[config.mk]
export PLATFORM = sky130hd
export DESIGN_NAME = servo_pwm_generator
export DESIGN_NICKNAME = d
export VERILOG_FILES = /design/src/hdl/svpwm_pkg.sv /design/src/hdl/svpwm_cmd.sv /design/src/hdl/svpwm_timer.sv /design/src/hdl/servo_pwm_generator.sv
export SDC_FILE = /design/constraint.sdc
export NUM_CORES = 1
export LEC_CHECK = 0
export ABC_AREA = 1
export BUFFER_PORTS_ARGS = -buffer_cell sky130_fd_sc_hd__buf_2
export CORE_ASPECT_RATIO = 0.5
export CORE_MARGIN = 10
export CORE_UTILIZATION = 35
export CTS_CLUSTER_SIZE = 10
export DETAILED_ROUTE_END_ITERATION = 6
export GPL_ROUTABILITY_DRIVEN = 0
export PLACE_DENSITY = 0.62
export SYNTH_ARGS = -nofsm -noshare
export SYNTH_HDL_FRONTEND = slang
export SYNTH_SLANG_ARGS = --single-unit
[constraint.sdc]
create_clock -name aclk -period 13.5 [get_ports aclk]
set_input_delay 2.025 -clock aclk [delete_from_list [all_inputs] [get_ports aclk]]
set_output_delay 2.025 -clock aclk [all_outputs]
set_load 0.01 [all_outputs]
[src/hdl/svpwm_pkg.sv]
`timescale 1ns / 1ps
// ---------------------------------------------------------------------------
// svpwm_pkg
// Shared types, codes and constants for the servo PWM generator.
// ---------------------------------------------------------------------------
package svpwm_pkg;

    localparam int COUNT_WIDTH = 16;
    localparam int VALUE_WIDTH = 16;
    localparam int CFG_WIDTH   = 16;
    localparam int CFG_IDX_W   = 2;

    typedef enum logic [1:0] {
        OP_TICK  = 2'd0,
        OP_ANGLE = 2'd1,
        OP_PULSE = 2'd2
    } op_t;

    localparam logic [CFG_IDX_W-1:0] REG_PRESCALE_DIV = 2'd0;
    localparam logic [CFG_IDX_W-1:0] REG_PERIOD_TOP   = 2'd1;

    localparam logic [CFG_WIDTH-1:0]   PRESCALE_RESET = 16'd15;
    localparam logic [CFG_WIDTH-1:0]   PERIOD_RESET   = 16'd19999;
    localparam logic [COUNT_WIDTH-1:0] COMPARE_RESET  = 16'd1500;

    localparam logic [VALUE_WIDTH-1:0] PULSE_MIN = 16'd1000;
    localparam logic [VALUE_WIDTH-1:0] PULSE_MAX = 16'd2000;
    localparam logic [7:0]             ANGLE_MAX = 8'd180;

    // angle*1000/180 == (angle*364100) >> 16 for angle in 0..180
    localparam int ANGLE_MUL_W = 27;
    localparam logic [18:0] ANGLE_RECIP = 19'd364100;
    localparam int ANGLE_SHIFT = 16;

    typedef struct packed {
        logic                   wr;
        logic [COUNT_WIDTH-1:0] data;
    } preload_wr_t;

endpackage

[src/hdl/svpwm_cmd.sv]
`timescale 1ns / 1ps
// ---------------------------------------------------------------------------
// svpwm_cmd
// Decodes angle and pulse commands into a clamped preload compare value.
// ---------------------------------------------------------------------------
module svpwm_cmd
    import svpwm_pkg::*;
(
    input  op_t                    op,
    input  logic [VALUE_WIDTH-1:0] value,
    output preload_wr_t            preload
);

    logic [7:0]             angle;
    logic [ANGLE_MUL_W-1:0] angle_prod;
    logic [VALUE_WIDTH-1:0] angle_pulse;
    logic [VALUE_WIDTH-1:0] pulse_clamped;

    always_comb begin
        angle = (value > {8'd0, ANGLE_MAX}) ? ANGLE_MAX : value[7:0];
        angle_prod  = ANGLE_MUL_W'(angle) * ANGLE_MUL_W'(ANGLE_RECIP);
        angle_pulse = PULSE_MIN + VALUE_WIDTH'(angle_prod >> ANGLE_SHIFT);

        if (value < PULSE_MIN) begin
            pulse_clamped = PULSE_MIN;
        end else if (value > PULSE_MAX) begin
            pulse_clamped = PULSE_MAX;
        end else begin
            pulse_clamped = value;
        end
    end

    always_comb begin
        preload.wr   = 1'b0;
        preload.data = pulse_clamped;
        unique case (op)
            OP_ANGLE: begin
                preload.wr   = 1'b1;
                preload.data = angle_pulse;
            end
            OP_PULSE: begin
                preload.wr   = 1'b1;
                preload.data = pulse_clamped;
            end
            default: begin
                preload.wr = 1'b0;
            end
        endcase
    end

endmodule

[src/hdl/svpwm_timer.sv]
`timescale 1ns / 1ps
// ---------------------------------------------------------------------------
// svpwm_timer
// Prescaler, period counter and preloaded compare; produces the output
// level, active compare and wrap flag for the state after each request.
// ---------------------------------------------------------------------------
module svpwm_timer
    import svpwm_pkg::*;
(
    input  logic                   aclk,
    input  logic                   aresetn,
    input  logic                   advance,
    input  op_t                    op,
    input  preload_wr_t            preload,
    input  logic [CFG_WIDTH-1:0]   prescale_div,
    input  logic [CFG_WIDTH-1:0]   period_top,
    output logic                   pwm_level,
    output logic [COUNT_WIDTH-1:0] pulse_width,
    output logic                   period_wrap
);

    logic [CFG_WIDTH-1:0]   prescale_count_reg, prescale_count_next;
    logic [COUNT_WIDTH-1:0] period_count_reg, period_count_next;
    logic [COUNT_WIDTH-1:0] compare_active_reg, compare_active_next;
    logic [COUNT_WIDTH-1:0] compare_preload_reg, compare_preload_next;
    logic                   wrap;

    always_comb begin
        prescale_count_next  = prescale_count_reg;
        period_count_next    = period_count_reg;
        compare_active_next  = compare_active_reg;
        compare_preload_next = compare_preload_reg;
        wrap                 = 1'b0;

        if (op == OP_TICK) begin
            if (prescale_count_reg >= prescale_div) begin
                prescale_count_next = '0;
                if (period_count_reg >= period_top) begin
                    period_count_next   = '0;
                    compare_active_next = compare_preload_reg;
                    wrap                = 1'b1;
                end else begin
                    period_count_next = period_count_reg + 1'b1;
                end
            end else begin
                prescale_count_next = prescale_count_reg + 1'b1;
            end
        end

        if (preload.wr) begin
            compare_preload_next = preload.data;
        end
    end

    always_ff @(posedge aclk) begin
        if (!aresetn) begin
            prescale_count_reg  <= '0;
            period_count_reg    <= '0;
            compare_active_reg  <= COMPARE_RESET;
            compare_preload_reg <= COMPARE_RESET;
        end else if (advance) begin
            prescale_count_reg  <= prescale_count_next;
            period_count_reg    <= period_count_next;
            compare_active_reg  <= compare_active_next;
            compare_preload_reg <= compare_preload_next;
        end
    end

    assign pwm_level   = (period_count_next < compare_active_next);
    assign pulse_width = compare_active_next;
    assign period_wrap = wrap;

endmodule

[src/hdl/servo_pwm_generator.sv]
`timescale 1ns / 1ps
// ---------------------------------------------------------------------------
// servo_pwm_generator
// RC servo PWM timer with prescaler, period counter and preloaded compare.
// ---------------------------------------------------------------------------
// Accepts one request per cycle while s_ready is high and returns exactly
// one result per request. A request is captured in an input register; the
// timer state update and the command decode (one 8x19 constant multiply for
// the angle map) sit between that register and the result register.
// s_ready stays high while the input register is empty or the result
// register is free or being taken. Configuration writes (prescale_div at
// index 0, period_top at index 1; other indexes are ignored) take effect on
// the next request and are meant to be issued while the block is idle.
module servo_pwm_generator
    import svpwm_pkg::*;
(
    input  logic                   aclk,
    input  logic                   aresetn,

    input  logic                   cfg_wr_en,
    input  logic [CFG_IDX_W-1:0]   cfg_index,
    input  logic [CFG_WIDTH-1:0]   cfg_data,

    input  logic                   s_valid,
    output logic                   s_ready,
    input  logic [1:0]             s_operation,
    input  logic [VALUE_WIDTH-1:0] s_value,

    output logic                   m_valid,
    input  logic                   m_ready,
    output logic                   m_pwm_level,
    output logic [COUNT_WIDTH-1:0] m_pulse_width,
    output logic                   m_period_wrap
);

    logic [CFG_WIDTH-1:0]   prescale_div_reg;
    logic [CFG_WIDTH-1:0]   period_top_reg;

    logic                   in_valid_reg;
    op_t                    op_reg;
    logic [VALUE_WIDTH-1:0] value_reg;

    logic                   out_valid_reg;
    logic                   pwm_level_reg;
    logic [COUNT_WIDTH-1:0] pulse_width_reg;
    logic                   period_wrap_reg;

    logic                   advance;
    preload_wr_t            preload;
    logic                   pwm_level_next;
    logic [COUNT_WIDTH-1:0] pulse_width_next;
    logic                   period_wrap_next;

    assign advance = in_valid_reg && (!out_valid_reg || m_ready);
    assign s_ready = !in_valid_reg || advance;

    always_ff @(posedge aclk) begin
        if (!aresetn) begin
            prescale_div_reg <= PRESCALE_RESET;
            period_top_reg   <= PERIOD_RESET;
        end else if (cfg_wr_en) begin
            unique case (cfg_index)
                REG_PRESCALE_DIV: prescale_div_reg <= cfg_data;
                REG_PERIOD_TOP:   period_top_reg   <= cfg_data;
                default: ;
            endcase
        end
    end

    always_ff @(posedge aclk) begin
        if (!aresetn) begin
            in_valid_reg <= 1'b0;
        end else if (s_ready) begin
            in_valid_reg <= s_valid;
        end
    end

    always_ff @(posedge aclk) begin
        if (s_valid && s_ready) begin
            op_reg    <= op_t'(s_operation);
            value_reg <= s_value;
        end
    end

    svpwm_cmd u_cmd (
        .op      (op_reg),
        .value   (value_reg),
        .preload (preload)
    );

    svpwm_timer u_timer (
        .aclk         (aclk),
        .aresetn      (aresetn),
        .advance      (advance),
        .op           (op_reg),
        .preload      (preload),
        .prescale_div (prescale_div_reg),
        .period_top   (period_top_reg),
        .pwm_level    (pwm_level_next),
        .pulse_width  (pulse_width_next),
        .period_wrap  (period_wrap_next)
    );

    always_ff @(posedge aclk) begin
        if (!aresetn) begin
            out_valid_reg <= 1'b0;
        end else if (advance) begin
            out_valid_reg <= 1'b1;
        end else if (m_ready) begin
            out_valid_reg <= 1'b0;
        end
    end

    always_ff @(posedge aclk) begin
        if (advance) begin
            pwm_level_reg   <= pwm_level_next;
            pulse_width_reg <= pulse_width_next;
            period_wrap_reg <= period_wrap_next;
        end
    end

    assign m_valid       = out_valid_reg;
    assign m_pwm_level   = pwm_level_reg;
    assign m_pulse_width = pulse_width_reg;
    assign m_period_wrap = period_wrap_reg;

endmodule
==> results.toml, run 1 <==
[synthesis]
ys_types = 46
synth_edf_count = 36
netlist.area_leader.share_pct = 21.9
netlist_top_cells_area = "dfxtp_1, ha_1, edfxtp_1, inv_1, nand2_1"
yosysWarningCount = 0
ys_top_cells_by_count = "inv_1, nand2_1, ha_1, a21oi_1, dfxtp_1"
synth.yosys.seq_area_share_pct = 34.0
postSynth.topFlopCell = "dfxtp_1"
postSynthAreaPerCell_um2 = 7.72
ys_async_sr_fraction_pct = 0
post_synthesis_sequential_element_count = 134
yosysTopAreaCell = "dfxtp_1"
netlist_instances = 1159
yosys.cell_count.top_type = "inv_1"
mappedNetlistNets = 1325
mappedNetlistArea_um2 = 8950

[route]
route.detailed.drc = 0
post_drt_via_cell_ratio = 4.76
wirelength_mm = 20.9
routed_wire_length_per_instance_um = 13.3
vias = 7473
route.antenna.remaining_nets = 0
drt-initial-drc-count = 493
drt-pass1-iter-count = 5

[floorplanning]
die_y_um = 133
initial_core_util_pct = 35.5
fp.coreArea_um2 = 25200
io_pins = 61
die_width_um = 246
die_area_um2 = 32700
num_rows = 41

[final_layout]
syn_to_final_growth_pct = 14.7
antenna_cells = 0
fin_nets = 1380
finalNonFillerCells = 1571
final_layout_size_suffix_gt1_share_pct = 11.9
post-route-util_pct = 40.8

[sta]
finalClockSkew_ns = 0.00887
rsz0062_at_grt = "false"
finalWorstPathRequiredPeriod_ns = 5.78
final-hold-violation-count = 0
min_period_over_period_pct = 42.8
totalNegativeSetupSlack_ns = 0
timing_worst_slew_pin_value_ns = 1.14
clock.fmax_mhz = 173
finalSetupViolations = 0
max_slew_violations = 0
timing.max_slew.rel_slack_pct = 23.8

[min_path]
timing.hold.worst.class = "flop to flop"

[place]
hpwlAfterDp_mm = 16.4
numPortBuffers = 60
dpl.cell_count = 1539

[cts]
total_clock_buffers_created_by_cts = 17
cts.htree.levels = 4
cts.repair_timing.setup_buffer_count = 0
holdBufCountCts = 0
buffer_type_at_the_clock_tree_root = "clkbuf_16"
worstSkewPairLatency_ns = 0.42
cts.path.max_buffers = 2
cts.reportedPaths.clkPinSlew_ns = 0.06
sinks_on_clock_net = 134
post_cts.resized_instances = 0
clock_tree_from_tritoncts = "yes"

[worst_setup_path]
crit_path_start_kind = "flop"
worstPathRequired_ns = 13.75
cp_max_fo = 8
crit_slowest_cell = "fa_1"
cpPeakStageDelay_ns = 0.52
worstSetupEndpointType = "flop"
timing.setup.critical_path_class = "flop to flop"
critPathArrivalTime_ns = 6.03

[global_route]
grt_pass1_wl_mm = 35.4
first_global_vias = 7275
gr-usage-all-layers_pct = 13.2
grt.overflow.total = 0
number_of_antenna_violations_at_the_first_check_in_global_routing = 2
grt_max_degree = 56

[run_status]
run_status = "finished, final reports clean"

[power_and_ir_drop]
powerDensity_nw_per_um2 = 105
p_total_w = 0.00108
worst_ir_drop_vdd_uv = 89.3
leakagePower_nw = 4.88

[flow_run]
drv_cap = 0
==> logic make-up after synthesis <==
logic type,Yosys count,synth area share (%)
AND/OR/NAND/NOR,392,20.3
other,1,0.0419
buffers and inverters,256,10.8
XOR/XNOR,10,0.979
flip-flops,134,34.0
AO/OA/AOI/OAI,241,14.8
adder cells (fa/ha/maj),125,19.1
==> metal layers <==
metal  vias to the layer above  GRT usage [%]  share of wire [%]  routed length [µm]
met5                         -              0              0.062                  13
met3                        25           3.01                3.9                 814
met1                      3421           16.2                 47                9810
met4                         2           4.36                1.3                 266
met2                       122           22.3                 48               10000
li1                       3903              -                  -                   -
==> cell type report <==
| class | instances | area, µm² |
|---|---|---|
| Multi-Input combinational cell | 769 | 4940 |
| Fill cell | 2521 | 14900 |
| Tap cell | 344 | 430 |
| Sequential cell | 134 | 3040 |
| Clock buffer | 19 | 443 |
| Timing Repair Buffer | 64 | 330 |
| Clock inverter | 13 | 226 |
| Inverter | 228 | 856 |
==> metrics by stage <==
step	cell area, µm²	hold slack (ns)	worst slack (ns)
finish	10300	0.440	7.72
global route	10300	0.470	7.34
CTS	10300	0.443	7.81
detailed placement	9600	0.435	7.83
global placement	9600	0.426	7.99
floorplan	8950	0.419	8.25
==> layout by cell type (no fill, tap or decap), types with 2 or more instances in the layout <==
cell       instances
nor2_2             6
a21oi_1          102
nand3b_1           2
clkinv_4           2
o211ai_1          24
a211oi_1           5
nor2_1            69
nand2_2           16
a31oi_1            5
nand4_1            9
nor3b_1            5
buf_2             60
clkinv_1           2
o21ai_0           91
or2_2             12
nor3_1            15
nand3_1           52
buf_4              4
ha_1             106
nor3_2             3
a21oi_2            2
fa_1              19
inv_1            224
o21bai_1           3
nor4_1             4
edfxtp_1          36
inv_2              4
o21a_1             5
xnor2_1            2
dfxtp_1           98
clkbuf_16         17
nor2_8             2
xor2_1             8
bufinv_16          6
nand2_1          189
==> report_power, final <==
part	switching, W	internal [W]
logic	0.0000693	0.0000391
clock network	0.000175	0.000351
registers	0.0000106	0.000434
total	0.000255	0.000824
==> worst paths after layout <==
check	startpoint	endpoint	slack (ns)	cells after the start
worst max register to register	value_reg[6]$_DFFE_PP_	u_timer.compare_preload_reg[9]$_SDFFE_PN0P_	7.72	32
worst max-delay path	value_reg[6]$_DFFE_PP_	u_timer.compare_preload_reg[9]$_SDFFE_PN0P_	7.72	32
worst min register to register	u_timer.compare_preload_reg[13]$_SDFFE_PN0P_	u_timer.compare_preload_reg[13]$_SDFFE_PN0P_	0.44	2
worst min-delay path	u_timer.compare_preload_reg[13]$_SDFFE_PN0P_	u_timer.compare_preload_reg[13]$_SDFFE_PN0P_	0.44	2
==> critical path, delay by kind of cell (launching register included) <==
family          cells  cell delay [ns]
buf+inv             6             0.46
fa+ha+maj           7             2.57
simple gates       15             1.59
flops               1             0.45
compound gates      4             0.53
(Power assumes the default switching activity.)
==> run 2, diff against run 1 <==
--- a/config.mk
+++ b/config.mk
@@ -5,7 +5,7 @@
 export SDC_FILE = /design/constraint.sdc
 export NUM_CORES = 1
 export LEC_CHECK = 0
-export ABC_AREA = 1
+export ABC_AREA = 0
 export BUFFER_PORTS_ARGS = -buffer_cell sky130_fd_sc_hd__buf_2
 export CORE_ASPECT_RATIO = 0.5
 export CORE_MARGIN = 10
@@ -13,7 +13,7 @@
 export CTS_CLUSTER_SIZE = 10
 export DETAILED_ROUTE_END_ITERATION = 6
 export GPL_ROUTABILITY_DRIVEN = 0
-export PLACE_DENSITY = 0.62
+export PLACE_DENSITY = 0.64
 export SYNTH_ARGS = -nofsm -noshare
 export SYNTH_HDL_FRONTEND = slang
 export SYNTH_SLANG_ARGS = --single-unit
==> constraint.sdc (replaced) <==
create_clock -name aclk -period 4.7 [get_ports aclk]
set_input_delay 0.705 -clock aclk [delete_from_list [all_inputs] [get_ports aclk]]
set_output_delay 0.705 -clock aclk [all_outputs]
set_load 0.01 [all_outputs]
==> run 2 against run 1 <==
  * The flow now finishes with violations (setup timing)
  * Setup slack lost 9.1 ns
  * Hold slack gained 0.017 ns
  * Sequential share of layout area shrank 2.6 points
  * Register-to-register slack lost 9.1 ns
  * Area after synthesis shrank 1.7%
  * Combinational power grew to 2.9 times the previous value
  * Largest cell class unchanged
  * Highest routed layer is now met4
==> results.toml, run 2 <==
[run_status]
run_status = "finished with violations"
failed_checks = "setup timing"

[synthesis]
yosysWarningCount = 0
ys_types = 75
synth.yosys.seq_area_share_pct = 34.6
postSynthAreaPerCell_um2 = 8.83
netlist_instances = 996
mappedNetlistNets = 1162
ys_top_cells_by_count = "nand2_1, inv_1, ha_1, dfxtp_1, a21oi_1"
ys_async_sr_fraction_pct = 0
postSynth.topFlopCell = "dfxtp_1"
netlist.area_leader.share_pct = 22.3
synth_edf_count = 36
mappedNetlistArea_um2 = 8790
netlist_top_cells_area = "dfxtp_1, ha_1, edfxtp_1, nand2_1, inv_1"
yosysTopAreaCell = "dfxtp_1"
yosys.cell_count.top_type = "nand2_1"
post_synthesis_sequential_element_count = 134

[floorplanning]
die_area_um2 = 32200
io_pins = 61
initial_core_util_pct = 36.1
num_rows = 40
die_width_um = 244
die_y_um = 132
fp.coreArea_um2 = 24300

[cts]
cts.htree.levels = 4
sinks_on_clock_net = 134
holdBufCountCts = 0
clock_tree_from_tritoncts = "yes"
buffer_type_at_the_clock_tree_root = "clkbuf_16"
cts.path.max_buffers = 2
cts.reportedPaths.clkPinSlew_ns = 0.06
worstSkewPairLatency_ns = 0.43
total_clock_buffers_created_by_cts = 17

[global_route]
first_global_vias = 7608
grt.overflow.total = 0
grt_pass1_wl_mm = 38.6
gr-usage-all-layers_pct = 14.5
grt_max_degree = 46
number_of_antenna_violations_at_the_first_check_in_global_routing = 0

[sta]
totalNegativeSetupSlack_ns = -11.84
final-hold-violation-count = 0
finalClockSkew_ns = 0.00944
clock.fmax_mhz = 165
timing.max_slew.rel_slack_pct = 21.3
min_period_over_period_pct = 129
timing_worst_slew_pin_value_ns = 1.18
rsz0062_at_grt = "true"
finalWorstPathRequiredPeriod_ns = 6.05
final.setup.worst_slack_ns = -1.35
max_slew_violations = 0
whs_ns = 0.458
finalSetupViolations = 12

[final_layout]
final.fill_count = 2315
syn_to_final_growth_pct = 28.3
design_area_um2 = 11300
final_layout_size_suffix_gt1_share_pct = 24.6
multiInputGateArea_um2 = 5710
most-common-layout-cells = "nand2_1, inv_1, dfxtp_1, ha_1, buf_4"
layout.cells.most_common = "nand2_1"
layout.area.seq_um2 = 3040
fin_nets = 1307
finalNonFillerCells = 1491

[worst_setup_path]
timing.critical_path.from = "value_reg[14]$_DFFE_PP_"
critPathArrivalTime_ns = 6.31
timing.setup.critical_path_class = "flop to flop"
cpPeakStageDelay_ns = 0.54
r2r_setup_slack_ns = -1.35
cp_max_fo = 3
setup.worst_path.end = "u_timer.compare_preload_reg[9]$_SDFFE_PN0P_"
crit_path_start_kind = "flop"
r2r_start = "value_reg[14]$_DFFE_PP_"
r2r-end = "u_timer.compare_preload_reg[9]$_SDFFE_PN0P_"
crit_slowest_cell = "or4_4"
worstPathRequired_ns = 4.96
worst_r2r_path_depth = 25
worstSetupEndpointType = "flop"

[power_and_ir_drop]
p_int_w = 0.00206
share_seq_of_total_power_pct = 45.2
leakagePower_nw = 5.00
powerDensity_nw_per_um2 = 247
comb_power_share_pct = 11.3
p_total_w = 0.00278
worst_ir_drop_vdd_uv = 262
switching_power_summed_over_all_nets_w = 0.000718
clock_power_share_pct = 43.5
power.share.switching_pct = 25.8

[route]
drt-pass1-iter-count = 5
post_drt_via_cell_ratio = 5.13
route.detailed.drc = 0
routed_wire_length_per_instance_um = 15.8
drt-initial-drc-count = 561
route.antenna.remaining_nets = 0
wirelength_mm = 23.6
vias = 7646

[place]
numPortBuffers = 60
hpwlAfterDp_mm = 17.5
place_area_um2 = 10200
dpl.cell_count = 1440

[min_path]
timing.hold.worst.class = "flop to flop"

[flow_run]
drv_cap = 0
## run 2: logic make-up after synthesis
family          count (synthesis)  synth area share, %
buf+inv                       155                 6.75
xor+xnor                       39                 3.97
compound gates                218                 16.6
mux                            18                 2.05
flops                         134                 34.6
other cells                     1               0.0427
simple gates                  306                 16.6
fa+ha+maj                     125                 19.4
## run 2: final cells by class
cell class / instances / area share [%]
well taps: 336 / 3.73
flip-flops and latches: 134 / 27.0
repair buffers: 162 / 10.0
clock inverters: 9 / 0.466
inverters: 119 / 4.01
multi-input cells: 707 / 50.6
clock buffers: 23 / 4.16
diodes: 1 / 0.0222
## run 2: worst min-delay path by stage
stage                                                             from                                           end  cells after the start
after floorplan           u_timer.compare_preload_reg[11]$_SDFFE_PN0P_  u_timer.compare_preload_reg[11]$_SDFFE_PN0P_                      2
final                                 prescale_div_reg[7]$_SDFFE_PN0P_              prescale_div_reg[7]$_SDFFE_PN0P_                      2
after global routing                                       s_value[13]                       value_reg[13]$_DFFE_PP_                      1
after global placement    u_timer.compare_preload_reg[11]$_SDFFE_PN0P_  u_timer.compare_preload_reg[11]$_SDFFE_PN0P_                      2
after CTS                                                  s_value[13]                       value_reg[13]$_DFFE_PP_                      1
after detailed placement  u_timer.compare_preload_reg[11]$_SDFFE_PN0P_  u_timer.compare_preload_reg[11]$_SDFFE_PN0P_                      2
## run 2: metal layers
layer	part of all wire [%]	routed length, µm	GRT usage, %	vias to the layer above
met4	3.8	899	7.41	0
li1	-	-	-	3764
met1	46	10900	17.9	3673
met3	3.4	809	2.89	57
met5	0	0	0	-
met2	47	11000	23.6	152
## run 2: critical path, delay by kind of cell (launching register included)
kind	cells	cell delay, ns
buf+inv	7	0.77
compound gates	4	0.65
fa+ha+maj	6	2.20
xor+xnor	2	0.59
flops	1	0.37
simple gates	6	1.33
## run 2: timing repair
action	4_1_cts	5_1_grt
pin swaps	46	16
buffers inserted	19	8
endpoints found under the setup margin	12	13
endpoints found under the hold margin	0	0
gates resized for setup	40	33
## run 2: power groups by stage
stage	Clock, W	Sequential [W]	Combinational (W)
after floorplan	0	0.00128	0.000170
after global placement	0	0.00128	0.000274
after detailed placement	0	0.00128	0.000281
after CTS	0.00123	0.00126	0.000307
after global routing	0.00129	0.00126	0.000347
final	0.00121	0.00126	0.000314
## run 2: stage by stage
stage	util [%]	worst slack (ns)
after global routing	46.3	-1.55
after detailed placement	42.1	-1.57
after global placement	42.1	-1.42
after CTS	45.6	-1.25
final	46.4	-1.35
after floorplan	-	-1.54
